File: config.mk
export PLATFORM = sky130hd
export DESIGN_NAME = tty_output_discipline
export DESIGN_NICKNAME = d
export VERILOG_FILES = /design/src/design/tod_pkg.sv /design/src/design/tod_ctrl.sv /design/src/design/tod_dp.sv /design/src/design/tty_output_discipline.sv
export SDC_FILE = /design/constraint.sdc
export NUM_CORES = 1
export LEC_CHECK = 0
export ABC_CLOCK_PERIOD_IN_PS = 7700
export BUFFER_PORTS_ARGS = -buffer_cell sky130_fd_sc_hd__buf_4
export CORE_AREA = 4 4 112 114
export CTS_CLUSTER_DIAMETER = 60
export DETAILED_ROUTE_END_ITERATION = 10
export DIE_AREA = 0 0 116 118
export HOLD_SLACK_MARGIN = 0.08
export SLEW_MARGIN = 20
export SYNTH_ARGS = -nofsm -noshare
export SYNTH_HDL_FRONTEND = slang
export SYNTH_SLANG_ARGS = --single-unit
export TNS_END_PERCENT = 30
File: constraint.sdc
create_clock -name clk -period 7.7 [get_ports clk]
set_clock_uncertainty 0.1 [all_clocks]
set_input_delay 1.54 -clock clk [delete_from_list [all_inputs] [get_ports clk]]
set_output_delay 1.54 -clock clk [all_outputs]
set_load 0.03 [all_outputs]
File: src/design/tod_pkg.sv
package tod_pkg;

  localparam int CHAR_W = 8;
  localparam int BC_W = 6;
  localparam int SP_CNT_W = 3;
  localparam int BATCH_LIMIT_DEF = 63;

  localparam logic [CHAR_W-1:0] CH_NUL = 8'h00;
  localparam logic [CHAR_W-1:0] CH_TAB = 8'h09;
  localparam logic [CHAR_W-1:0] CH_LF = 8'h0A;
  localparam logic [CHAR_W-1:0] CH_CR = 8'h0D;
  localparam logic [CHAR_W-1:0] CH_SP = 8'h20;

  localparam logic [CHAR_W-1:0] ERASE_RST = 8'h08;

  localparam logic OP_WRITE = 1'b0;
  localparam logic OP_FLUSH = 1'b1;

  localparam logic REG_CRLF_MODE = 1'b0;
  localparam logic REG_ERASE_CHAR = 1'b1;

  typedef struct packed {
    logic load;
    logic step;
  } tod_cmd_t;

  typedef struct packed {
    logic none;
    logic last;
    logic slot_free;
  } tod_stat_t;

endpackage

File: src/design/tod_ctrl.sv
module tod_ctrl import tod_pkg::*; (
  input  logic      clk,
  input  logic      rst_n,
  input  logic      in_tvalid,
  output logic      in_tready,
  input  tod_stat_t stat,
  output tod_cmd_t  cmd
);

  localparam logic ST_IDLE = 1'b0;
  localparam logic ST_RUN = 1'b1;

  logic state_r;
  logic state_nxt;

  always_comb begin
    cmd = '0;
    state_nxt = state_r;
    unique case (state_r)
      ST_IDLE: begin
        if (in_tvalid) begin
          cmd.load = 1'b1;
          state_nxt = ST_RUN;
        end
      end
      ST_RUN: begin
        if (stat.none) begin
          state_nxt = ST_IDLE;
        end else if (stat.slot_free) begin
          cmd.step = 1'b1;
          if (stat.last) begin
            state_nxt = ST_IDLE;
          end
        end
      end
      default: state_nxt = ST_IDLE;
    endcase
  end

  always_ff @(posedge clk) begin
    if (!rst_n) begin
      state_r <= ST_IDLE;
    end else begin
      state_r <= state_nxt;
    end
  end

  assign in_tready = (state_r == ST_IDLE);

  a_step_needs_slot: assert property (@(posedge clk) disable iff (!rst_n)
    cmd.step |-> stat.slot_free)
    else $error("step issued while the output register is occupied");

  a_last_returns_idle: assert property (@(posedge clk) disable iff (!rst_n)
    $past(rst_n) && $past(cmd.step && stat.last) |-> in_tready)
    else $error("controller did not return to idle after the final beat");

  a_no_load_while_busy: assert property (@(posedge clk) disable iff (!rst_n)
    $past(rst_n) && $past(cmd.load) |-> !in_tready)
    else $error("controller stayed idle after taking an item");

endmodule

File: src/design/tod_dp.sv
module tod_dp import tod_pkg::*; #(
  parameter int BATCH_LIMIT = BATCH_LIMIT_DEF
) (
  input  logic              clk,
  input  logic              rst_n,
  input  logic [CHAR_W-1:0] in_tdata,
  input  logic              in_tuser,
  input  logic              cfg_valid,
  input  logic              cfg_index,
  input  logic [CHAR_W-1:0] cfg_data,
  input  tod_cmd_t          cmd,
  output tod_stat_t         stat,
  output logic              out_tvalid,
  input  logic              out_tready,
  output logic [CHAR_W-1:0] out_tdata,
  output logic [2:0]        out_tuser,
  output logic              out_tlast
);

  localparam logic [BC_W-1:0] LIMIT = BC_W'(BATCH_LIMIT);

  logic                crlf_r;
  logic [CHAR_W-1:0]   erase_r;
  logic [CHAR_W-1:0]   column_r;
  logic [BC_W-1:0]     bc_r;
  logic                op_r;
  logic [CHAR_W-1:0]   ch_r;
  logic                phase_r;
  logic [SP_CNT_W-1:0] sp_cnt_r;

  logic                out_valid_r;
  logic [CHAR_W-1:0]   out_char_r;
  logic                out_cvalid_r;
  logic                out_end_r;
  logic                out_single_r;
  logic                out_last_r;

  logic                is_flush;
  logic                is_tab;
  logic                cr_first;
  logic [CHAR_W-1:0]   emit;
  logic [BC_W-1:0]     bc_inc;
  logic                end_w;
  logic                single_w;
  logic [CHAR_W-1:0]   col_upd;
  logic                last_w;

  always_comb begin
    is_flush = (op_r == OP_FLUSH);
    is_tab = (ch_r == CH_TAB);
    cr_first = crlf_r && (ch_r == CH_LF) && !phase_r;
    emit = is_tab ? CH_SP : (cr_first ? CH_CR : ch_r);
    bc_inc = bc_r + BC_W'(1);
    if (is_flush) begin
      end_w = 1'b1;
      single_w = (bc_r == BC_W'(1));
    end else begin
      end_w = (bc_inc == LIMIT) || (emit == CH_LF);
      single_w = end_w && (bc_inc == BC_W'(1));
    end
    priority if ((emit == CH_LF) || (emit == CH_CR)) begin
      col_upd = '0;
    end else if (emit == erase_r) begin
      col_upd = (column_r != '0) ? column_r - CHAR_W'(1) : column_r;
    end else begin
      col_upd = column_r + CHAR_W'(1);
    end
    if (is_flush) begin
      last_w = 1'b1;
    end else if (is_tab) begin
      last_w = (col_upd[2:0] == 3'd0) || (sp_cnt_r == {SP_CNT_W{1'b1}});
    end else begin
      last_w = !cr_first;
    end
  end

  assign stat.none = is_flush ? (bc_r == '0) : (ch_r == CH_NUL);
  assign stat.last = last_w;
  assign stat.slot_free = !out_valid_r || out_tready;

  always_ff @(posedge clk) begin
    if (!rst_n) begin
      crlf_r <= 1'b1;
      erase_r <= ERASE_RST;
    end else if (cfg_valid) begin
      unique case (cfg_index)
        REG_CRLF_MODE: crlf_r <= cfg_data[0];
        REG_ERASE_CHAR: erase_r <= cfg_data;
        default: ;
      endcase
    end
  end

  always_ff @(posedge clk) begin
    if (cmd.load) begin
      op_r <= in_tuser;
      ch_r <= in_tdata;
      phase_r <= 1'b0;
      sp_cnt_r <= '0;
    end else if (cmd.step) begin
      phase_r <= 1'b1;
      sp_cnt_r <= sp_cnt_r + SP_CNT_W'(1);
    end
  end

  always_ff @(posedge clk) begin
    if (!rst_n) begin
      column_r <= '0;
      bc_r <= '0;
      out_valid_r <= 1'b0;
    end else begin
      if (cmd.step) begin
        out_valid_r <= 1'b1;
        bc_r <= end_w ? '0 : bc_inc;
        if (!is_flush) begin
          column_r <= col_upd;
        end
      end else if (out_tready) begin
        out_valid_r <= 1'b0;
      end
    end
  end

  always_ff @(posedge clk) begin
    if (cmd.step) begin
      out_char_r <= is_flush ? CH_NUL : emit;
      out_cvalid_r <= !is_flush;
      out_end_r <= end_w;
      out_single_r <= single_w;
      out_last_r <= last_w;
    end
  end

  assign out_tvalid = out_valid_r;
  assign out_tdata = out_char_r;
  assign out_tuser = {out_single_r, out_end_r, out_cvalid_r};
  assign out_tlast = out_last_r;

  a_bc_below_limit: assert property (@(posedge clk) disable iff (!rst_n)
    $past(rst_n) |-> (bc_r < LIMIT))
    else $error("batch count reached the limit without ending the batch");

  a_single_with_end: assert property (@(posedge clk) disable iff (!rst_n)
    out_valid_r && out_single_r |-> out_end_r)
    else $error("single-character flag without a batch end");

  a_bare_end_is_last: assert property (@(posedge clk) disable iff (!rst_n)
    out_valid_r && !out_cvalid_r |-> (out_end_r && out_last_r))
    else $error("bare batch end beat is not a final batch end");

endmodule

File: src/design/tty_output_discipline.sv
// Channel | Direction | Handshake           | Payload
// in_     | input     | in_tvalid/tready    | tdata[7:0]=char_in, tuser[0]=op
// out_    | output    | out_tvalid/tready   | tdata[7:0]=out_char, tuser, tlast=last
// cfg_    | input     | cfg_valid/cfg_ready | cfg_index, cfg_data[7:0]
//
// An item is first taken in, then its result beats follow at one per cycle while the
// output register has room; a tab expands to up to eight spaces, ending on a multiple-of-eight column.
// Items that produce no beat (a zero character or an empty flush) are only taken in.
// The single output register sets the rate; a stalled out_tready holds the sequencer.
// Reset is synchronous and active low; it restores crlf_mode to 1, erase_char to 8,
// and clears the column and the batch count.
module tty_output_discipline import tod_pkg::*; #(
  parameter int BATCH_LIMIT = BATCH_LIMIT_DEF
) (
  input  logic              clk,
  input  logic              rst_n,
  input  logic              in_tvalid,
  output logic              in_tready,
  input  logic [CHAR_W-1:0] in_tdata,   // [7:0] char_in
  input  logic              in_tuser,   // [0] op
  output logic              out_tvalid,
  input  logic              out_tready,
  output logic [CHAR_W-1:0] out_tdata,  // [7:0] out_char
  output logic [2:0]        out_tuser,  // [0] char_valid, [1] batch_end, [2] batch_single
  output logic              out_tlast,
  input  logic              cfg_valid,
  output logic              cfg_ready,
  input  logic              cfg_index,
  input  logic [CHAR_W-1:0] cfg_data
);

  tod_cmd_t  cmd;
  tod_stat_t stat;

  assign cfg_ready = 1'b1;

  tod_ctrl u_ctrl (
    .clk       (clk),
    .rst_n     (rst_n),
    .in_tvalid (in_tvalid),
    .in_tready (in_tready),
    .stat      (stat),
    .cmd       (cmd)
  );

  tod_dp #(
    .BATCH_LIMIT (BATCH_LIMIT)
  ) u_dp (
    .clk        (clk),
    .rst_n      (rst_n),
    .in_tdata   (in_tdata),
    .in_tuser   (in_tuser),
    .cfg_valid  (cfg_valid),
    .cfg_index  (cfg_index),
    .cfg_data   (cfg_data),
    .cmd        (cmd),
    .stat       (stat),
    .out_tvalid (out_tvalid),
    .out_tready (out_tready),
    .out_tdata  (out_tdata),
    .out_tuser  (out_tuser),
    .out_tlast  (out_tlast)
  );

endmodule
==> tab_implementation.tex, run 1 <==
\begin{tabular}{lr}
\hline
Metric & Value \\
\hline
\multicolumn{2}{l}{\textbf{Run status}} \\
Result of the run & finished clean \\
\multicolumn{2}{l}{\textbf{Global route}} \\
Met1 demand-to-capacity share in global routing & 12.8\% \\
Vias in the first global route & 2249 \\
Wire length of the first global-routing pass & 10800 um \\
M3 GR Usage & 3.03\% \\
GR met2 Demand/Resource & 14.9\% \\
Tot GR Track Use & 9.65\% \\
GR peak layer & met2 \\
Pin count of the biggest net entering global routing & 27 \\
Congestion Overflow GR & 0 \\
Initial antenna violation count & 0 \\
\multicolumn{2}{l}{\textbf{Synthesis}} \\
Sequential cell area fraction in the yosys report & 42.8\% \\
Synthesized area & 2830 sq um \\
Synthesized netlist cell count & 304 \\
Post-synthesis area per instance & 9.31 sq um \\
Synth async-reset ratio & 0\% \\
Number of warnings reported in the yosys synthesis log & 0 \\
Synth Net Count & 337 \\
Post-synth top area share & 22.3\% \\
Flip-flop and latch count after synthesis & 50 \\
Top cells by area, synth & sky130\_fd\_sc\_hd\_\_edfxtp\_1 22\%, sky130\_fd\_sc\_hd\_\_dfxtp\_1 21\%, sky130\_fd\_sc\_hd\_\_nand2\_1 4.5\% \\
Number of library cell types mapped by synthesis & 63 \\
Predominant post-synthesis flop cell & sky130\_fd\_sc\_hd\_\_dfxtp\_1 \\
Cell taking the most area after synthesis & sky130\_fd\_sc\_hd\_\_edfxtp\_1 \\
Post-synth EDFFs & 21 \\
\multicolumn{2}{l}{\textbf{Worst setup path}} \\
Destination of the critical timing path & u\_dp.column\_r[3] \\
CP Depth & 8 \\
Critical-path cell list & nor4\_4, nand4\_1, mux2i\_1, nand4\_1, and3\_1, a221oi\_1, a211oi\_1, a31o\_1 \\
R2r worst-path depth & 8 \\
Standard cell with the maximum stage delay on the critical path & sky130\_fd\_sc\_hd\_\_nand4\_1 \\
Most frequent cell on the critical path & sky130\_fd\_sc\_hd\_\_nand4\_1 \\
Buffering stage count on the worst path with inverters included & 0 \\
Critical path endpoint category & flip-flop \\
Biggest cell delay along the critical path & 750 ps \\
Worst R2R Start & u\_dp.ch\_r[6] \\
Start point of the critical path & u\_dp.ch\_r[6] \\
Kind of critical path & reg -> reg \\
Setup slack on the worst flop-to-flop path & 4070 ps \\
Critical path data arrival time & 3720 ps \\
Maximum fanout count along the critical path & 20 \\
Terminus of the critical flop-to-flop path & u\_dp.column\_r[3] \\
Worst path top cell family by delay & simple AND/OR/NAND/NOR gates \\
Data required time at the worst endpoint & 7790 ps \\
CP Launch Type & flip-flop \\
\multicolumn{2}{l}{\textbf{Pwr}} \\
Worst VDD drop & 0.0719 mV \\
Clk network pwr share & 39.5\% \\
Leak & 1.28 nW \\
Share of power burned in combinational logic & 8.6\% \\
Internal portion of total power & 0.431 mW \\
Cell area power density & 171 nW/um\^{}2 \\
Net load switching power & 0.137 mW \\
Net switching fraction of the power & 24.1\% \\
Share of power burned in registers & 51.9\% \\
\multicolumn{2}{l}{\textbf{Cells and area}} \\
Synth-to-Final Area Change & 17.2\% \\
Final Net Count & 359 \\
Design area & 3320 sq um \\
Layout cells sized above 1 & 16.5\% \\
Diode count & 0 \\
\multicolumn{2}{l}{\textbf{Clocking}} \\
Max clock buf depth & 2 \\
Latest clock arrival within the worst-skew pair & 290 ps \\
Sinks on Clock Net & 50 \\
Clock transition at the registers of the reported paths & 70 ps \\
Number of hold-repair buffers added at the cts stage & 0 \\
Cell at the root of the clock tree & sky130\_fd\_sc\_hd\_\_clkbuf\_16 \\
Number of setup buffers added after CTS & 0 \\
Number of gates given a new drive strength after cts & 0 \\
H-Tree Depth & 2 \\
Total clock buffers created by CTS & 5 \\
TritonCTS clock tree & yes \\
\multicolumn{2}{l}{\textbf{Placement}} \\
Post-DP HPWL & 4810 um \\
Gpl congestion & 0.777 \\
Placement Cell Area & 3160 sq um \\
\# port buffers & 36 \\
\multicolumn{2}{l}{\textbf{Timing}} \\
Highest clock frequency the design can meet & 275 MHz \\
Unrepaired setup endpoints after global routing & no \\
Slew HR & 36.8\% \\
Hold violation total from the final report & 0 \\
Setup TNS & 0 ps \\
Number of pins with negative max-slew slack in the final report & 0 \\
Setup Viol. Count Final & 0 \\
Slew @ Worst Pin & 945 ps \\
Final worst path period share & 47.2\% \\
Final critical delay including setup and external delays & 3630 ps \\
\multicolumn{2}{l}{\textbf{Floorplan}} \\
Num ports & 38 \\
Effective utilization at floorplan & 24.8\% \\
Die W & 116 um \\
Area of the core & 11400 sq um \\
Y dimension of the die & 118 um \\
Std-Cell Rows & 39 \\
Die area & 13700 sq um \\
\multicolumn{2}{l}{\textbf{Routing}} \\
Via density per instance & 4.83 \\
Number of search-and-repair iterations in the first detailed-routing pass & 4 \\
First DRT Iteration DRCs & 192 \\
Wirelength per Cell & 13.7 um \\
Remaining DRCs & 0 \\
Via count & 2270 \\
Routed WL & 6450 um \\
Number of nets with antenna violations after routing & 0 \\
\multicolumn{2}{l}{\textbf{Flow run}} \\
Number of violations of the max-capacitance limit & 0 \\
\multicolumn{2}{l}{\textbf{Hold path}} \\
Worst hold path type & reg -> reg \\
Hold Path Depth & 2 \\
\hline
\end{tabular}
per-stage QoR:
step / hold WS (ps) / power (mW) / util [%] / setup slack [ps] / std cells
detailed placement: 357 / 0.349 / 27.7 / 4060 / 462
CTS: 367 / 0.576 / 29.0 / 4110 / 470
global route: 398 / 0.594 / 29.0 / 3740 / 470
global placement: 349 / 0.348 / 27.7 / 4140 / 462
floorplan: 340 / 0.330 / - / 4790 / 304
finish: 368 / 0.567 / 29.0 / 4070 / 470
placed cells by master (no fill, tap or decap), types with 3 or more instances in the layout:
master and n:
sky130_fd_sc_hd__a21boi_0 10, sky130_fd_sc_hd__a21oi_1 8, sky130_fd_sc_hd__and2_1 7, sky130_fd_sc_hd__and3_1 6, sky130_fd_sc_hd__buf_4 36, sky130_fd_sc_hd__clkbuf_16 5, sky130_fd_sc_hd__dfxtp_1 29, sky130_fd_sc_hd__edfxtp_1 21
sky130_fd_sc_hd__ha_1 10, sky130_fd_sc_hd__inv_1 12, sky130_fd_sc_hd__mux2i_1 7, sky130_fd_sc_hd__nand2_1 34, sky130_fd_sc_hd__nand2b_1 7, sky130_fd_sc_hd__nand3_1 20, sky130_fd_sc_hd__nand4_1 7, sky130_fd_sc_hd__nor2_1 21
sky130_fd_sc_hd__nor2b_1 9, sky130_fd_sc_hd__nor3_1 3, sky130_fd_sc_hd__o21a_1 3, sky130_fd_sc_hd__o21ai_0 8, sky130_fd_sc_hd__o21ai_1 3, sky130_fd_sc_hd__xnor2_1 3, sky130_fd_sc_hd__xor2_1 8
registers in the layout, summed over array words and instances (netlist names):
name / count
u_ctrl.state_r: 1
u_dp.bc_r: 6
u_dp.ch_r: 8
u_dp.column_r: 8
u_dp.crlf_r: 1
u_dp.erase_r: 8
u_dp.is_flush: 1
u_dp.out_cvalid_r: 1
u_dp.out_end_r: 1
u_dp.out_single_r: 1
u_dp.out_tdata: 8
u_dp.out_tlast: 1
u_dp.out_tvalid: 1
u_dp.phase_r: 1
u_dp.sp_cnt_r: 3
final cells by class:
type / count / area, sq um
sequential: 50 / 1210
clock inverter: 3 / 28.8
clock buffer: 5 / 125
inverter: 12 / 45.0
tap: 143 / 179
multi-input combinational: 221 / 1460
timing repair buffer: 36 / 270
fill: 1216 / 8100
cells by family after synthesis:
| logic type | count (synthesis) | share of synthesized area [%] |
|---|---|---|
| compound gates | 60 | 15.5 |
| xor+xnor | 11 | 3.40 |
| fa+ha+maj | 10 | 4.42 |
| buf+inv | 33 | 5.75 |
| flops | 50 | 42.8 |
| mux | 8 | 2.87 |
| other cells | 1 | 0.132 |
| simple gates | 131 | 25.2 |
power groups by stage:
stage,combinational [mW],sequential [mW],clock [mW]
after floorplan,0.0315,0.298,0
after global placement,0.0480,0.300,0
after detailed placement,0.0490,0.300,0
after CTS,0.0491,0.294,0.233
after global routing,0.0541,0.295,0.244
final,0.0487,0.294,0.224
worst min path at each step:
stage | slack [ps] | to | start
after global placement | 350 | u_dp.sp_cnt_r[1] | u_dp.sp_cnt_r[1]
after detailed placement | 360 | u_dp.sp_cnt_r[1] | u_dp.sp_cnt_r[1]
after floorplan | 340 | u_dp.sp_cnt_r[1] | u_dp.sp_cnt_r[1]
after global routing | 400 | u_dp.sp_cnt_r[2] | u_dp.sp_cnt_r[2]
after CTS | 370 | u_dp.sp_cnt_r[1] | u_dp.sp_cnt_r[1]
final | 370 | u_dp.sp_cnt_r[1] | u_dp.sp_cnt_r[1]
tightest hold or removal path, cell delays in order (launching register included):
cell and delay, ps:
sky130_fd_sc_hd__dfxtp_1 320, sky130_fd_sc_hd__nand2_1 50, sky130_fd_sc_hd__a21oi_1 50
synthesized netlist by cell type (8+ instances only):
master                     count
sky130_fd_sc_hd__edfxtp_1     21
sky130_fd_sc_hd__a21boi_0     10
sky130_fd_sc_hd__nor2b_1       9
sky130_fd_sc_hd__xor2_1        8
sky130_fd_sc_hd__inv_1        12
sky130_fd_sc_hd__clkbuf_1     13
sky130_fd_sc_hd__dfxtp_1      29
sky130_fd_sc_hd__a21oi_1       8
sky130_fd_sc_hd__nor2_1       21
sky130_fd_sc_hd__ha_1         10
sky130_fd_sc_hd__nand3_1      20
sky130_fd_sc_hd__nand2_1      34
sky130_fd_sc_hd__o21ai_0       8
routing by layer:
metal | vias to the layer above | wire length, um
li1 | 1124 | -
met1 | 1082 | 2990
met2 | 58 | 3030
met3 | 6 | 371
met4 | 0 | 57
met5 | - | 0
Note: power is estimated with default switching activity, not from simulation.
==> inputs of run 2 (changes only) <==
--- a/config.mk
+++ b/config.mk
@@ -5,7 +5,7 @@
 export SDC_FILE = /design/constraint.sdc
 export NUM_CORES = 1
 export LEC_CHECK = 0
-export ABC_CLOCK_PERIOD_IN_PS = 7700
+export ABC_CLOCK_PERIOD_IN_PS = 3800
 export BUFFER_PORTS_ARGS = -buffer_cell sky130_fd_sc_hd__buf_4
 export CORE_AREA = 4 4 112 114
 export CTS_CLUSTER_DIAMETER = 60
==> constraint.sdc (replaced) <==
create_clock -name clk -period 3.8 [get_ports clk]
set_clock_uncertainty 0.1 [all_clocks]
set_input_delay 0.76 -clock clk [delete_from_list [all_inputs] [get_ports clk]]
set_output_delay 0.76 -clock clk [all_outputs]
set_load 0.03 [all_outputs]
==> tab_implementation.tex, run 2 (same netlist as run 1, synthesis figures left out) <==
\begin{tabular}{lr}
\hline
Metric & Value \\
\hline
\multicolumn{2}{l}{\textbf{Run status}} \\
Result of the run & finished clean \\
\multicolumn{2}{l}{\textbf{Global route}} \\
Congestion Overflow GR & 0 (unchanged) \\
Pin count of the biggest net entering global routing & 27 (unchanged) \\
Wire length of the first global-routing pass & 10800 um (-0.64\%) \\
Vias in the first global route & 2186 (-2.8\%) \\
Tot GR Track Use & 9.67\% (+0.027 points) \\
Initial antenna violation count & 0 (unchanged) \\
\multicolumn{2}{l}{\textbf{Worst setup path}} \\
CP Launch Type & flip-flop \\
R2r worst-path depth & 8 (unchanged) \\
Setup slack on the worst flop-to-flop path & 510 ps (-3560 ps) \\
Critical path data arrival time & 3380 ps (-340 ps) \\
Terminus of the critical flop-to-flop path & u\_dp.column\_r[3] \\
Kind of critical path & reg -> reg \\
Maximum fanout count along the critical path & 13 (-35\%) \\
Critical path endpoint category & flip-flop \\
Data required time at the worst endpoint & 3880 ps (-3910 ps) \\
Worst R2R Start & u\_dp.ch\_r[6] \\
\multicolumn{2}{l}{\textbf{Floorplan}} \\
Y dimension of the die & 118 um (unchanged) \\
Num ports & 38 (unchanged) \\
Die area & 13700 sq um (unchanged) \\
Std-Cell Rows & 39 (unchanged) \\
Area of the core & 11400 sq um (unchanged) \\
Effective utilization at floorplan & 24.8\% (unchanged) \\
Die W & 116 um (unchanged) \\
\multicolumn{2}{l}{\textbf{Hold path}} \\
Endpoint, Worst Hold & u\_dp.sp\_cnt\_r[1] \\
Hold Path Depth & 2 (unchanged) \\
Launch instance of the worst min-delay path & u\_dp.sp\_cnt\_r[1] \\
Worst hold path type & reg -> reg \\
\multicolumn{2}{l}{\textbf{Placement}} \\
Gpl congestion & 0.852 (+9.7\%) \\
\# port buffers & 36 (unchanged) \\
Post-DP HPWL & 4890 um (+1.5\%) \\
\multicolumn{2}{l}{\textbf{Pwr}} \\
Leak & 1.29 nW (+0.70\%) \\
Worst VDD drop & 0.250 mV (+250\%) \\
Share of power burned in registers & 51.7\% (-0.2 points) \\
Clk network pwr share & 39.5\% (about the same) \\
Cell area power density & 345 nW/um\^{}2 (+100\%) \\
Share of power burned in combinational logic & 8.8\% (+0.2 points) \\
Net switching fraction of the power & 24.0\% (-0.049 points) \\
Net load switching power & 0.276 mW (+100\%) \\
Internal portion of total power & 0.873 mW (+100\%) \\
\multicolumn{2}{l}{\textbf{Timing}} \\
Setup Viol. Count Final & 0 (unchanged) \\
Final critical delay including setup and external delays & 3290 ps (-338 ps) \\
Hold violation total from the final report & 0 (unchanged) \\
Slew @ Worst Pin & 623 ps (-322 ps) \\
Slew HR & 58.3\% (+21 points) \\
Number of pins with negative max-slew slack in the final report & 0 (unchanged) \\
Setup TNS & 0 ps (unchanged) \\
Final worst path period share & 86.7\% (+40 points) \\
Final-layout worst hold slack & 365 ps (-3.09 ps) \\
Unrepaired setup endpoints after global routing & no \\
Highest clock frequency the design can meet & 304 MHz (+10\%) \\
\multicolumn{2}{l}{\textbf{Clocking}} \\
Total clock buffers created by CTS & 5 (unchanged) \\
H-Tree Depth & 2 (unchanged) \\
Latest clock arrival within the worst-skew pair & 290 ps (about the same) \\
Number of setup buffers added after CTS & 0 (unchanged) \\
Clock transition at the registers of the reported paths & 70 ps (about the same) \\
Number of hold-repair buffers added at the cts stage & 0 (unchanged) \\
Number of gates given a new drive strength after cts & 0 (unchanged) \\
Sinks on Clock Net & 50 (unchanged) \\
Max clock buf depth & 2 (unchanged) \\
Cell at the root of the clock tree & sky130\_fd\_sc\_hd\_\_clkbuf\_16 \\
TritonCTS clock tree & yes \\
\multicolumn{2}{l}{\textbf{Cells and area}} \\
Final Net Count & 361 (+0.56\%) \\
Layout cells sized above 1 & 17.0\% (+0.51 points) \\
Multi-input logic area & 1460 sq um (unchanged) \\
Synth-to-Final Area Change & 17.7\% \\
Diode count & 0 (unchanged) \\
Commonest non-fill, non-tap cells in the layout & 38 x sky130\_fd\_sc\_hd\_\_buf\_4, 34 x sky130\_fd\_sc\_hd\_\_nand2\_1, 29 x sky130\_fd\_sc\_hd\_\_dfxtp\_1 \\
Count of fill cells added during filler insertion & 1199 (-1.4\%) \\
Register area & 1210 sq um (unchanged) \\
Most common cell after layout, fill and taps aside & sky130\_fd\_sc\_hd\_\_buf\_4 \\
\multicolumn{2}{l}{\textbf{Routing}} \\
Remaining DRCs & 0 (unchanged) \\
Wirelength per Cell & 13.6 um (-0.81\%) \\
Via count & 2254 (-0.70\%) \\
Number of search-and-repair iterations in the first detailed-routing pass & 4 (unchanged) \\
Number of nets with antenna violations after routing & 0 (unchanged) \\
Via density per instance & 4.78 (-1.1\%) \\
First DRT Iteration DRCs & 159 (-17\%) \\
Routed WL & 6430 um (-0.39\%) \\
\multicolumn{2}{l}{\textbf{Flow run}} \\
Number of violations of the max-capacitance limit & 0 (unchanged) \\
\hline
\end{tabular}
## run 2: power by group through the flow
stage,Sequential (mW),Combinational (mW),Clock [mW]
detailed placement,0.606,0.103,0
CTS,0.594,0.103,0.475
finish,0.594,0.101,0.454
global placement,0.605,0.101,0
floorplan,0.604,0.0638,0
global route,0.596,0.113,0.502
## run 2: layout make-up
cell class,instances,share of cell area (%)
clock buffers,5,3.76
multi-input cells,221,43.7
clock inverters,3,0.864
inverters,12,1.35
repair buffers,38,8.57
flip-flops and latches,50,36.4
well taps,143,5.37
## run 2: worst max path at each step
stage,startpoint,to,slack (ps),cells past startpoint
after floorplan,u_dp.column_r[0],u_ctrl.state_r,1210,10
after global routing,u_dp.ch_r[6],u_dp.column_r[3],330,8
after CTS,u_dp.ch_r[6],u_dp.column_r[3],530,8
after global placement,u_dp.ch_r[6],u_dp.column_r[3],720,8
final,u_dp.ch_r[6],u_dp.column_r[3],510,8
after detailed placement,u_dp.ch_r[6],u_dp.column_r[3],570,8
## run 2: worst max-delay path, cell delays in order, from the launching register on
cell	delay, ps
sky130_fd_sc_hd__edfxtp_1	460
sky130_fd_sc_hd__nor4_4	510
sky130_fd_sc_hd__nand4_1	260
sky130_fd_sc_hd__mux2i_1	220
sky130_fd_sc_hd__nand4_1	510
sky130_fd_sc_hd__and3_1	500
sky130_fd_sc_hd__a221oi_1	350
sky130_fd_sc_hd__a211oi_1	80
sky130_fd_sc_hd__a31o_1	200
## run 2: per-stage QoR
stage | util, % | total power [mW] | area [sq um] | cells | setup slack [ps]
6_report | 29.2 | 1.15 | 3330 | 472 | 507
5_1_grt | 29.2 | 1.21 | 3330 | 472 | 334
4_1_cts | 29.2 | 1.17 | 3330 | 472 | 535
3_5_place_dp | 27.8 | 0.709 | 3180 | 464 | 569
3_3_place_gp | 27.8 | 0.706 | 3180 | 464 | 721
2_1_floorplan | - | 0.668 | 2830 | 304 | 1210
## run 2: layer usage
layer  up-vias  part of all wire, %  track usage, %
met5         -                    0               0
met4         0                 0.84            2.90
met3         4                  5.2            2.93
met2        49                   48            15.4
met1      1068                   46            12.5
li1       1133                    -               -
